$ cat src/qidfe_pkg.sv
`default_nettype none
package qidfe_pkg;

	localparam logic [7:0] PRINT_LO = 8'h20;
	localparam logic [7:0] PRINT_END = 8'h7F;
	localparam logic [6:0] QUOTE = 7'h27;
	localparam logic [6:0] CHAR_I = 7'h69;
	localparam logic [6:0] CHAR_D = 7'h64;
	localparam logic [6:0] CHAR_EQ = 7'h3D;

	localparam int LONG_LEN = 12;

	// automaton codes: 0..11 bytes of the long key matched, or the short key up to '='
	localparam logic [3:0] KEY_IDLE = 4'd0;
	localparam logic [3:0] KEY_I = 4'd1;
	localparam logic [3:0] KEY_ID = 4'd2;
	localparam logic [3:0] KEY_IDETUDI = 4'd7;
	localparam logic [3:0] KEY_LONG_LAST = 4'd11;
	localparam logic [3:0] KEY_SHORT_EQ = 4'd12;

	localparam logic [6:0] LONG_KEY [LONG_LEN] = '{
		7'h69, 7'h64, 7'h45, 7'h74, 7'h75, 7'h64,
		7'h69, 7'h61, 7'h6E, 7'h74, 7'h3D, 7'h27
	};

	typedef struct packed {
		logic [3:0] state;
		logic       hit;
	} key_next_t;

	typedef struct packed {
		logic busy;
		logic bank;
	} back_stat_t;

	function automatic key_next_t key_step(input logic [3:0] st, input logic [6:0] c);
		key_next_t r;
		r.state = KEY_IDLE;
		r.hit = 1'b0;
		if (st < 4'(LONG_LEN) && c == LONG_KEY[st]) begin
			if (st == KEY_LONG_LAST) begin
				r.hit = 1'b1;
			end else begin
				r.state = 4'(st + 4'd1);
			end
		end else if (st == KEY_ID && c == CHAR_EQ) begin
			r.state = KEY_SHORT_EQ;
		end else if (st == KEY_IDETUDI && c == CHAR_D) begin
			// fall back to the "id" suffix
			r.state = KEY_ID;
		end else if (st == KEY_SHORT_EQ && c == QUOTE) begin
			r.hit = 1'b1;
		end else if (c == CHAR_I) begin
			r.state = KEY_I;
		end
		return r;
	endfunction

endpackage
`default_nettype wire

$ cat src/qidfe_front.sv
`default_nettype none
module qidfe_front
	import qidfe_pkg::*;
#(
	parameter int ID_SLOTS = 32,
	localparam int IDX_W = $clog2(ID_SLOTS)
) (
	input  wire logic             clk,
	input  wire logic             arst_n,
	input  wire logic             push,
	input  wire logic [7:0]       rx_byte,
	input  wire logic             hold_full,
	output logic                  full,
	output logic                  wr_en,
	output logic [IDX_W:0]        wr_addr,
	output logic [6:0]            wr_data,
	output logic                  desc_push,
	output logic                  desc_bank,
	output logic [IDX_W-1:0]      desc_len
);

	localparam logic [IDX_W-1:0] MAX_CNT = IDX_W'(ID_SLOTS - 1);

	logic [3:0]       key_q;
	logic             cap_q;
	logic [IDX_W-1:0] cnt_q;
	logic             ovf_q;
	logic             bank_q;

	logic      accept;
	logic      printable;
	logic      is_quote;
	key_next_t nxt;

	assign full = hold_full;
	assign accept = push && !hold_full;
	assign printable = rx_byte >= PRINT_LO && rx_byte < PRINT_END;
	assign is_quote = rx_byte[6:0] == QUOTE;
	assign nxt = key_step(key_q, rx_byte[6:0]);

	assign wr_en = accept && printable && cap_q && !is_quote && cnt_q < MAX_CNT;
	assign wr_addr = {bank_q, cnt_q};
	assign wr_data = rx_byte[6:0];

	assign desc_push = accept && printable && cap_q && is_quote && cnt_q != '0 && !ovf_q;
	assign desc_bank = bank_q;
	assign desc_len = cnt_q;

	always_ff @(posedge clk or negedge arst_n) begin
		if (!arst_n) begin
			key_q <= KEY_IDLE;
			cap_q <= 1'b0;
			cnt_q <= '0;
			ovf_q <= 1'b0;
			bank_q <= 1'b0;
		end else if (accept && printable) begin
			if (cap_q) begin
				if (!is_quote) begin
					if (cnt_q < MAX_CNT) begin
						cnt_q <= IDX_W'(cnt_q + 1'b1);
					end else begin
						ovf_q <= 1'b1;
					end
				end else begin
					// closing quote: hand the bank over if the identifier is kept, and start searching again
					if (desc_push) begin
						bank_q <= !bank_q;
					end
					cap_q <= 1'b0;
					cnt_q <= '0;
					ovf_q <= 1'b0;
					key_q <= KEY_IDLE;
				end
			end else if (nxt.hit) begin
				cap_q <= 1'b1;
				cnt_q <= '0;
				ovf_q <= 1'b0;
				key_q <= KEY_IDLE;
			end else begin
				key_q <= nxt.state;
			end
		end
	end

endmodule
`default_nettype wire

$ cat src/qidfe_desc_fifo.sv
`default_nettype none
module qidfe_desc_fifo #(
	parameter int W = 6
) (
	input  wire logic         clk,
	input  wire logic         arst_n,
	input  wire logic         push,
	input  wire logic [W-1:0] push_data,
	input  wire logic         pop,
	output logic              nonempty,
	output logic [W-1:0]      head,
	output logic [1:0]        count
);

	logic [W-1:0] data_q [2];
	logic         wr_ptr_q;
	logic         rd_ptr_q;
	logic [1:0]   count_q;

	logic do_push;
	logic do_pop;

	assign do_push = push && count_q != 2'd2;
	assign do_pop = pop && count_q != 2'd0;
	assign nonempty = count_q != 2'd0;
	assign head = data_q[rd_ptr_q];
	assign count = count_q;

	always_ff @(posedge clk) begin
		if (do_push) begin
			data_q[wr_ptr_q] <= push_data;
		end
	end

	always_ff @(posedge clk or negedge arst_n) begin
		if (!arst_n) begin
			wr_ptr_q <= 1'b0;
			rd_ptr_q <= 1'b0;
			count_q <= 2'd0;
		end else begin
			if (do_push) begin
				wr_ptr_q <= !wr_ptr_q;
			end
			if (do_pop) begin
				rd_ptr_q <= !rd_ptr_q;
			end
			count_q <= 2'(count_q + {1'b0, do_push} - {1'b0, do_pop});
		end
	end

endmodule
`default_nettype wire

$ cat src/qidfe_back.sv
`default_nettype none
module qidfe_back
	import qidfe_pkg::*;
#(
	parameter int ID_SLOTS = 32,
	localparam int IDX_W = $clog2(ID_SLOTS)
) (
	input  wire logic             clk,
	input  wire logic             arst_n,
	input  wire logic             wr_en,
	input  wire logic [IDX_W:0]   wr_addr,
	input  wire logic [6:0]       wr_data,
	input  wire logic             desc_valid,
	input  wire logic             desc_bank,
	input  wire logic [IDX_W-1:0] desc_len,
	output logic                  desc_pop,
	output back_stat_t            stat,
	input  wire logic             pop,
	output logic                  empty,
	output logic [6:0]            id_char,
	output logic [4:0]            id_length,
	output logic                  is_final
);

	localparam int DEPTH = 1 << (IDX_W + 1);

	logic [6:0] mem [DEPTH];

	logic             busy_q;
	logic             bank_q;
	logic [IDX_W-1:0] len_q;
	logic [IDX_W-1:0] idx_q;

	logic       rd_pend_s1;
	logic [6:0] rd_data_s1;
	logic [4:0] rd_len_s1;
	logic       rd_final_s1;

	logic       out_valid_q;
	logic [6:0] out_char_q;
	logic [4:0] out_len_q;
	logic       out_final_q;

	logic        issue;
	logic        last;
	logic [31:0] len_ext;

	assign desc_pop = !busy_q && desc_valid;
	assign issue = busy_q && !rd_pend_s1 && (!out_valid_q || pop);
	assign last = idx_q == IDX_W'(len_q - 1'b1);
	assign len_ext = 32'(len_q);
	assign stat.busy = busy_q;
	assign stat.bank = bank_q;

	assign empty = !out_valid_q;
	assign id_char = out_char_q;
	assign id_length = out_len_q;
	assign is_final = out_final_q;

	always_ff @(posedge clk) begin
		if (wr_en) begin
			mem[wr_addr] <= wr_data;
		end
	end

	always_ff @(posedge clk) begin
		if (issue) begin
			rd_data_s1 <= mem[{bank_q, idx_q}];
			rd_len_s1 <= len_ext[4:0];
			rd_final_s1 <= last;
		end
		if (rd_pend_s1) begin
			out_char_q <= rd_data_s1;
			out_len_q <= rd_len_s1;
			out_final_q <= rd_final_s1;
		end
	end

	always_ff @(posedge clk or negedge arst_n) begin
		if (!arst_n) begin
			busy_q <= 1'b0;
			bank_q <= 1'b0;
			len_q <= '0;
			idx_q <= '0;
			rd_pend_s1 <= 1'b0;
			out_valid_q <= 1'b0;
		end else begin
			if (desc_pop) begin
				busy_q <= 1'b1;
				bank_q <= desc_bank;
				len_q <= desc_len;
				idx_q <= '0;
			end else if (issue) begin
				idx_q <= IDX_W'(idx_q + 1'b1);
				// the bank is free once its last byte has been read
				if (last) begin
					busy_q <= 1'b0;
				end
			end
			rd_pend_s1 <= issue;
			if (rd_pend_s1) begin
				out_valid_q <= 1'b1;
			end else if (pop && out_valid_q) begin
				out_valid_q <= 1'b0;
			end
		end
	end

endmodule
`default_nettype wire

$ cat src/quoted_id_field_extractor.sv
`default_nettype none
// Pulls quoted identifiers out of a serial byte stream. Bytes outside 0x20..0x7E are
// ignored; after either key idEtudiant=' or id=' the bytes up to the next quote form
// the identifier, which comes out one byte per beat with its length and a final mark
// on its last byte. Empty identifiers and those longer than ID_SLOTS-1 bytes are
// dropped. The parser takes one byte every cycle while full is low; full rises only
// while two complete identifiers are held, queued or being drained, since the value
// memory has two banks of ID_SLOTS entries, one being drained while the other fills.
// The drain side registers each byte read from the value memory and starts no new
// read while one is pending. The memory needs no clearing after reset.
module quoted_id_field_extractor
	import qidfe_pkg::*;
#(
	parameter int ID_SLOTS = 32
) (
	input  wire logic       clk,
	input  wire logic       arst_n,
	input  wire logic       push,
	output logic            full,
	input  wire logic [7:0] rx_byte,
	output logic            empty,
	input  wire logic       pop,
	output logic [6:0]      id_char,
	output logic [4:0]      id_length,
	output logic            is_final
);

	localparam int IDX_W = $clog2(ID_SLOTS);

	logic             wr_en;
	logic [IDX_W:0]   wr_addr;
	logic [6:0]       wr_data;
	logic             desc_push;
	logic             desc_bank;
	logic [IDX_W-1:0] desc_len;
	logic             desc_pop;
	logic             desc_valid;
	logic [IDX_W:0]   desc_head;
	logic [1:0]       q_count;
	back_stat_t       stat;
	logic [1:0]       held;
	logic             hold_full;

	assign held = 2'(q_count + {1'b0, stat.busy});
	assign hold_full = held == 2'd2;

	qidfe_front #(.ID_SLOTS(ID_SLOTS)) u_front (
		.clk       (clk),
		.arst_n    (arst_n),
		.push      (push),
		.rx_byte   (rx_byte),
		.hold_full (hold_full),
		.full      (full),
		.wr_en     (wr_en),
		.wr_addr   (wr_addr),
		.wr_data   (wr_data),
		.desc_push (desc_push),
		.desc_bank (desc_bank),
		.desc_len  (desc_len)
	);

	qidfe_desc_fifo #(.W(IDX_W + 1)) u_fifo (
		.clk       (clk),
		.arst_n    (arst_n),
		.push      (desc_push),
		.push_data ({desc_bank, desc_len}),
		.pop       (desc_pop),
		.nonempty  (desc_valid),
		.head      (desc_head),
		.count     (q_count)
	);

	qidfe_back #(.ID_SLOTS(ID_SLOTS)) u_back (
		.clk        (clk),
		.arst_n     (arst_n),
		.wr_en      (wr_en),
		.wr_addr    (wr_addr),
		.wr_data    (wr_data),
		.desc_valid (desc_valid),
		.desc_bank  (desc_head[IDX_W]),
		.desc_len   (desc_head[IDX_W-1:0]),
		.desc_pop   (desc_pop),
		.stat       (stat),
		.pop        (pop),
		.empty      (empty),
		.id_char    (id_char),
		.id_length  (id_length),
		.is_final   (is_final)
	);

`ifndef ASSERT_OFF
	// never more identifiers held than there are banks
	a_held_max: assert property (@(posedge clk) disable iff (!arst_n)
		!(q_count == 2'd2 && stat.busy))
		else $error("more identifiers held than banks");

	// the filling bank is never the one being drained
	a_bank_split: assert property (@(posedge clk) disable iff (!arst_n)
		wr_en && stat.busy |-> wr_addr[IDX_W] != stat.bank)
		else $error("write into bank under drain");

	// a handed-over identifier always has at least one byte and room in the queue
	a_desc_ok: assert property (@(posedge clk) disable iff (!arst_n)
		desc_push |-> desc_len != '0 && q_count != 2'd2)
		else $error("bad identifier hand-over");
`endif

endmodule
`default_nettype wire

$ cat config.mk
export PLATFORM = sky130hd
export DESIGN_NAME = quoted_id_field_extractor
export DESIGN_NICKNAME = d
export VERILOG_FILES = /design/src/qidfe_pkg.sv /design/src/qidfe_front.sv /design/src/qidfe_desc_fifo.sv /design/src/qidfe_back.sv /design/src/quoted_id_field_extractor.sv
export SDC_FILE = /design/constraint.sdc
export NUM_CORES = 1
export LEC_CHECK = 0
export BUFFER_PORTS_ARGS = -buffer_cell sky130_fd_sc_hd__buf_2
export CAP_MARGIN = 20
export CORE_MARGIN = 2
export CORE_UTILIZATION = 40
export CTS_CLUSTER_DIAMETER = 200
export DETAILED_ROUTE_END_ITERATION = 10
export PLACE_DENSITY = 0.57
export SETUP_SLACK_MARGIN = 0.4
export SKIP_CTS_REPAIR_TIMING = 1
export SKIP_LAST_GASP = 1
export SYNTH_ARGS = -nofsm -noshare
export SYNTH_HDL_FRONTEND = slang
export SYNTH_SLANG_ARGS = --single-unit
$ cat constraint.sdc
create_clock -name clk -period 4.45 [get_ports clk]
set_clock_uncertainty 0.05 [all_clocks]
set_input_delay 0.2225 -clock clk [delete_from_list [all_inputs] [get_ports clk]]
set_output_delay 0.2225 -clock clk [all_outputs]
set_load 0.1 [all_outputs]
==> impl_metrics.py <==
metrics = {
    "yosys": {
        "synthXorXnorAreaFrac_pct": 0.721,
        "synth_flop_cell": "edfxtp_1",
        "synth_compound_area_share_pct": 2.42,
        "yosys.area_share.simple_pct": 4.38,
        "synth_fa_ha_area_share_pct": 0.727,
        "ys_types": 61,
        "synth_edf_count": 486,
        "yosysWarningCount": 0,
        "async_flop_share_pct": 5.81,
        "ys_ff_latch": 516,
        "yosysSeqAreaShare_pct": 74.3,
        "synth_area_sq_um": 20600,
        "synthCells": 1028,
        "muxShareOfSynthArea_pct": 15.8,
        "synth_top_family_by_area": "multiplexers",
        "syn_avg_cell_area_sq_um": 20.1,
    },
    "global_route": {
        "grt_pass1_wl_um": 68400,
        "grt_max_degree": 71,
        "antenna_found_initial": 2,
        "grt_pass1_vias": 10100,
        "grtUsageTotal_pct": 17.5,
        "globalRouteOverflowTotal": 0,
    },
    "final_layout": {
        "final_area_sq_um": 23400,
        "final_nets": 1120,
        "diodes": 0,
        "area_delta_synth_final_pct": 13.4,
        "final_cells": 1815,
        "drive_gt1_share_pct": 24.5,
        "final_core_utilization_pct": 45.7,
    },
    "drt": {
        "highest-signal-layer": "met4",
        "detail_route.vias_per_cell": 5.49,
        "drt_pass1_iterations": 5,
        "drt_wl_total_um": 45700,
        "num_vias": 9956,
        "ant_nets": 0,
        "drc_errors": 0,
        "dr_wl_met3_um": 2500,
        "drt-met1-wl_um": 20600,
        "wl_per_cell_um": 25.2,
        "drt_iter0_drc": 868,
        "wl_met2_um": 21800,
    },
    "clock_network": {
        "cts_tree": "built",
        "path_clk_slew_ps": 60,
        "cts_made_buffers": 51,
        "cts_sinks": 516,
        "cts-htree-levels": 2,
        "cts_buffer_depth": 3,
        "cts-root-buf": "clkbuf_16",
        "insertion_delay_ps": 580,
    },
    "die": {
        "core_sq_um": 51200,
        "io_pins": 27,
        "rows": 83,
        "die_y_um": 231,
        "die_x_um": 231,
        "dieArea_sq_um": 53400,
        "start_util_pct": 40.3,
    },
    "outcome": {
        "outcome": "completed",
    },
    "sta": {
        "relSlewSlack_pct": 39.9,
        "tightest_slew_ps": 879,
        "layout_min_cycle_time_ps": 3550,
        "setup_ws_ps": 901,
        "holdWs_ps": 45.6,
        "tns_ps": 0,
        "max_freq_mhz": 282,
        "drv_slew": 0,
        "setup_violations": 0,
        "fin_crit_sh_pct": 79.8,
        "final-hold-violation-count": 0,
        "rsz0062_at_grt": "false",
    },
    "critical_path": {
        "arrival_ps": 3710,
        "endpoint": "u_back.mem[50][2]",
        "crit_required_ps": 4610,
        "r2r-end": "u_back.mem[50][2]",
        "start_kind": "flop",
        "cp_max_fo": 8,
        "reg2regPathDepth": 7,
        "cp-startpoint": "u_fifo.count[0]",
        "r2r-start": "u_fifo.count[0]",
        "crit_type": "reg2reg",
        "end_kind": "flop",
        "r2r_slack_ps": 900,
    },
    "placed_design": {
        "dpl_cell_area_sq_um": 21700,
        "preCtsSetupSlack_ps": 893,
        "numPortBuffers": 26,
        "dpl.cell_count": 1720,
        "place_congestion": 0.780,
        "dpl.hpwl_um": 28900,
    },
    "job": {
        "drv_cap": 0,
    },
    "power": {
        "p_per_area_nw_per_um2": 583,
        "total_power_mw": 13.6,
        "power_leakage_nw": 7.45,
        "peakVddDrop_mv": 0.263,
    },
    "worst_hold_path": {
        "holdCritPathClass": "in2reg",
    },
}
-- synthesized netlist by cell type (9+ instances only) --
cell | count | area [sq um]
a22oi_1 | 17 | 128
nand4_1 | 9 | 56.3
ha_1 | 12 | 150
buf_2 | 14 | 70.1
nand2_1 | 33 | 124
o21ai_0 | 10 | 50.1
a21oi_1 | 18 | 90.1
mux4_2 | 140 | 3150
edfxtp_1 | 486 | 14600
dfrtp_1 | 30 | 751
nor2_1 | 82 | 308
nand3_1 | 17 | 85.1
clkbuf_1 | 25 | 93.8
xnor2_1 | 10 | 87.6
inv_1 | 18 | 67.6
-- flip-flops by register name (all words and copies together), names as in the netlist, 2 cells and up --
| signal | cells |
|---|---|
| u_back.id_char | 7 |
| u_back.id_length | 5 |
| u_back.rd_data_s1 | 7 |
| u_front.key_q | 4 |
| u_back.mem | 448 |
| u_back.idx_q | 5 |
| u_back.len_q | 5 |
| u_fifo.data_q | 12 |
| u_fifo.count | 2 |
| u_back.rd_len_s1 | 5 |
| u_front.desc_len | 5 |
-- metal layers --
layer	track usage, %	vias to the layer above
li1	-	4324
met1	25.4	5260
met2	27.8	316
met3	2.92	56
met4	4.54	0
met5	0	-
-- how the worst min path moves through the flow --
| stage | cells after the start | end | slack [ps] | from |
|---|---|---|---|---|
| 3_3_place_gp | 1 | u_back.out_valid_q | 270 | arst_n |
| 5_1_grt | 1 | u_back.mem[44][5] | 40 | rx_byte[5] |
| 3_5_place_dp | 1 | u_back.out_valid_q | 280 | arst_n |
| 4_1_cts | 1 | u_back.out_valid_q | -340 | arst_n |
| 6_report | 1 | u_back.mem[44][5] | 50 | rx_byte[5] |
| 2_1_floorplan | 0 | u_back.bank_q | -120 | arst_n |
-- cells by family after synthesis --
| kind of cell | after synthesis |
|---|---|
| and+or+nand+nor | 187 |
| muxes | 150 |
| AOI/OAI and AO/OA | 72 |
| buffers and inverters | 73 |
| xor gates and xnor gates | 17 |
| adders and majority gates | 12 |
| DFF | 516 |
| other | 1 |
-- where the power goes --
part | switching (mW) | total, mW | internal [mW]
sequential | 0.382 | 5.97 | 5.59
combinational | 1.80 | 3.27 | 1.47
clock | 1.76 | 4.39 | 2.63
-- layout by cell type (no fill, tap or decap), types with 3 or more instances in the layout --
master and count:
nor2b_1 6, o21ai_0 10, ha_1 12, clkinvlp_4 4, clkbuf_16 53, nand2b_1 7
xnor2_1 10, clkinv_1 8, and3b_1 3, dfrtp_1 27, clkbuf_1 10, a22oi_1 17
edfxtp_1 486, dlygate4sd3_1 3, nand3b_1 4, buf_12 3, clkinv_2 9, nand4_1 9
a31oi_1 3, inv_1 18, conb_1 14, nand3_1 17, mux2i_1 8, mux4_2 140
nor4b_1 3, a21oi_1 18, nand2_1 33, and2_1 4, nor3_1 5, buf_4 25
nor2_1 82, and3_1 3, xor2_1 7, buf_2 26, bufinv_16 8
-- cell type report --
cell class	instances	area [sq um]
multi-input cells	452	5010
flip-flops and latches	516	15400
clock inverters	29	345
well taps	680	851
inverters	18	67.6
clock buffers	63	1360
repair buffers	57	408
fillers	4235	27800
-- critical path, stage by stage, from the launching register on --
cell and delay (ps):
dfrtp_1 410, ha_1 220, xnor2_1 160, nor2_1 120, or2_1 310, nor3_1 410, nand3_1 710, nor2_1 790
No activity file was read; power rests on OpenSTA's default activity.
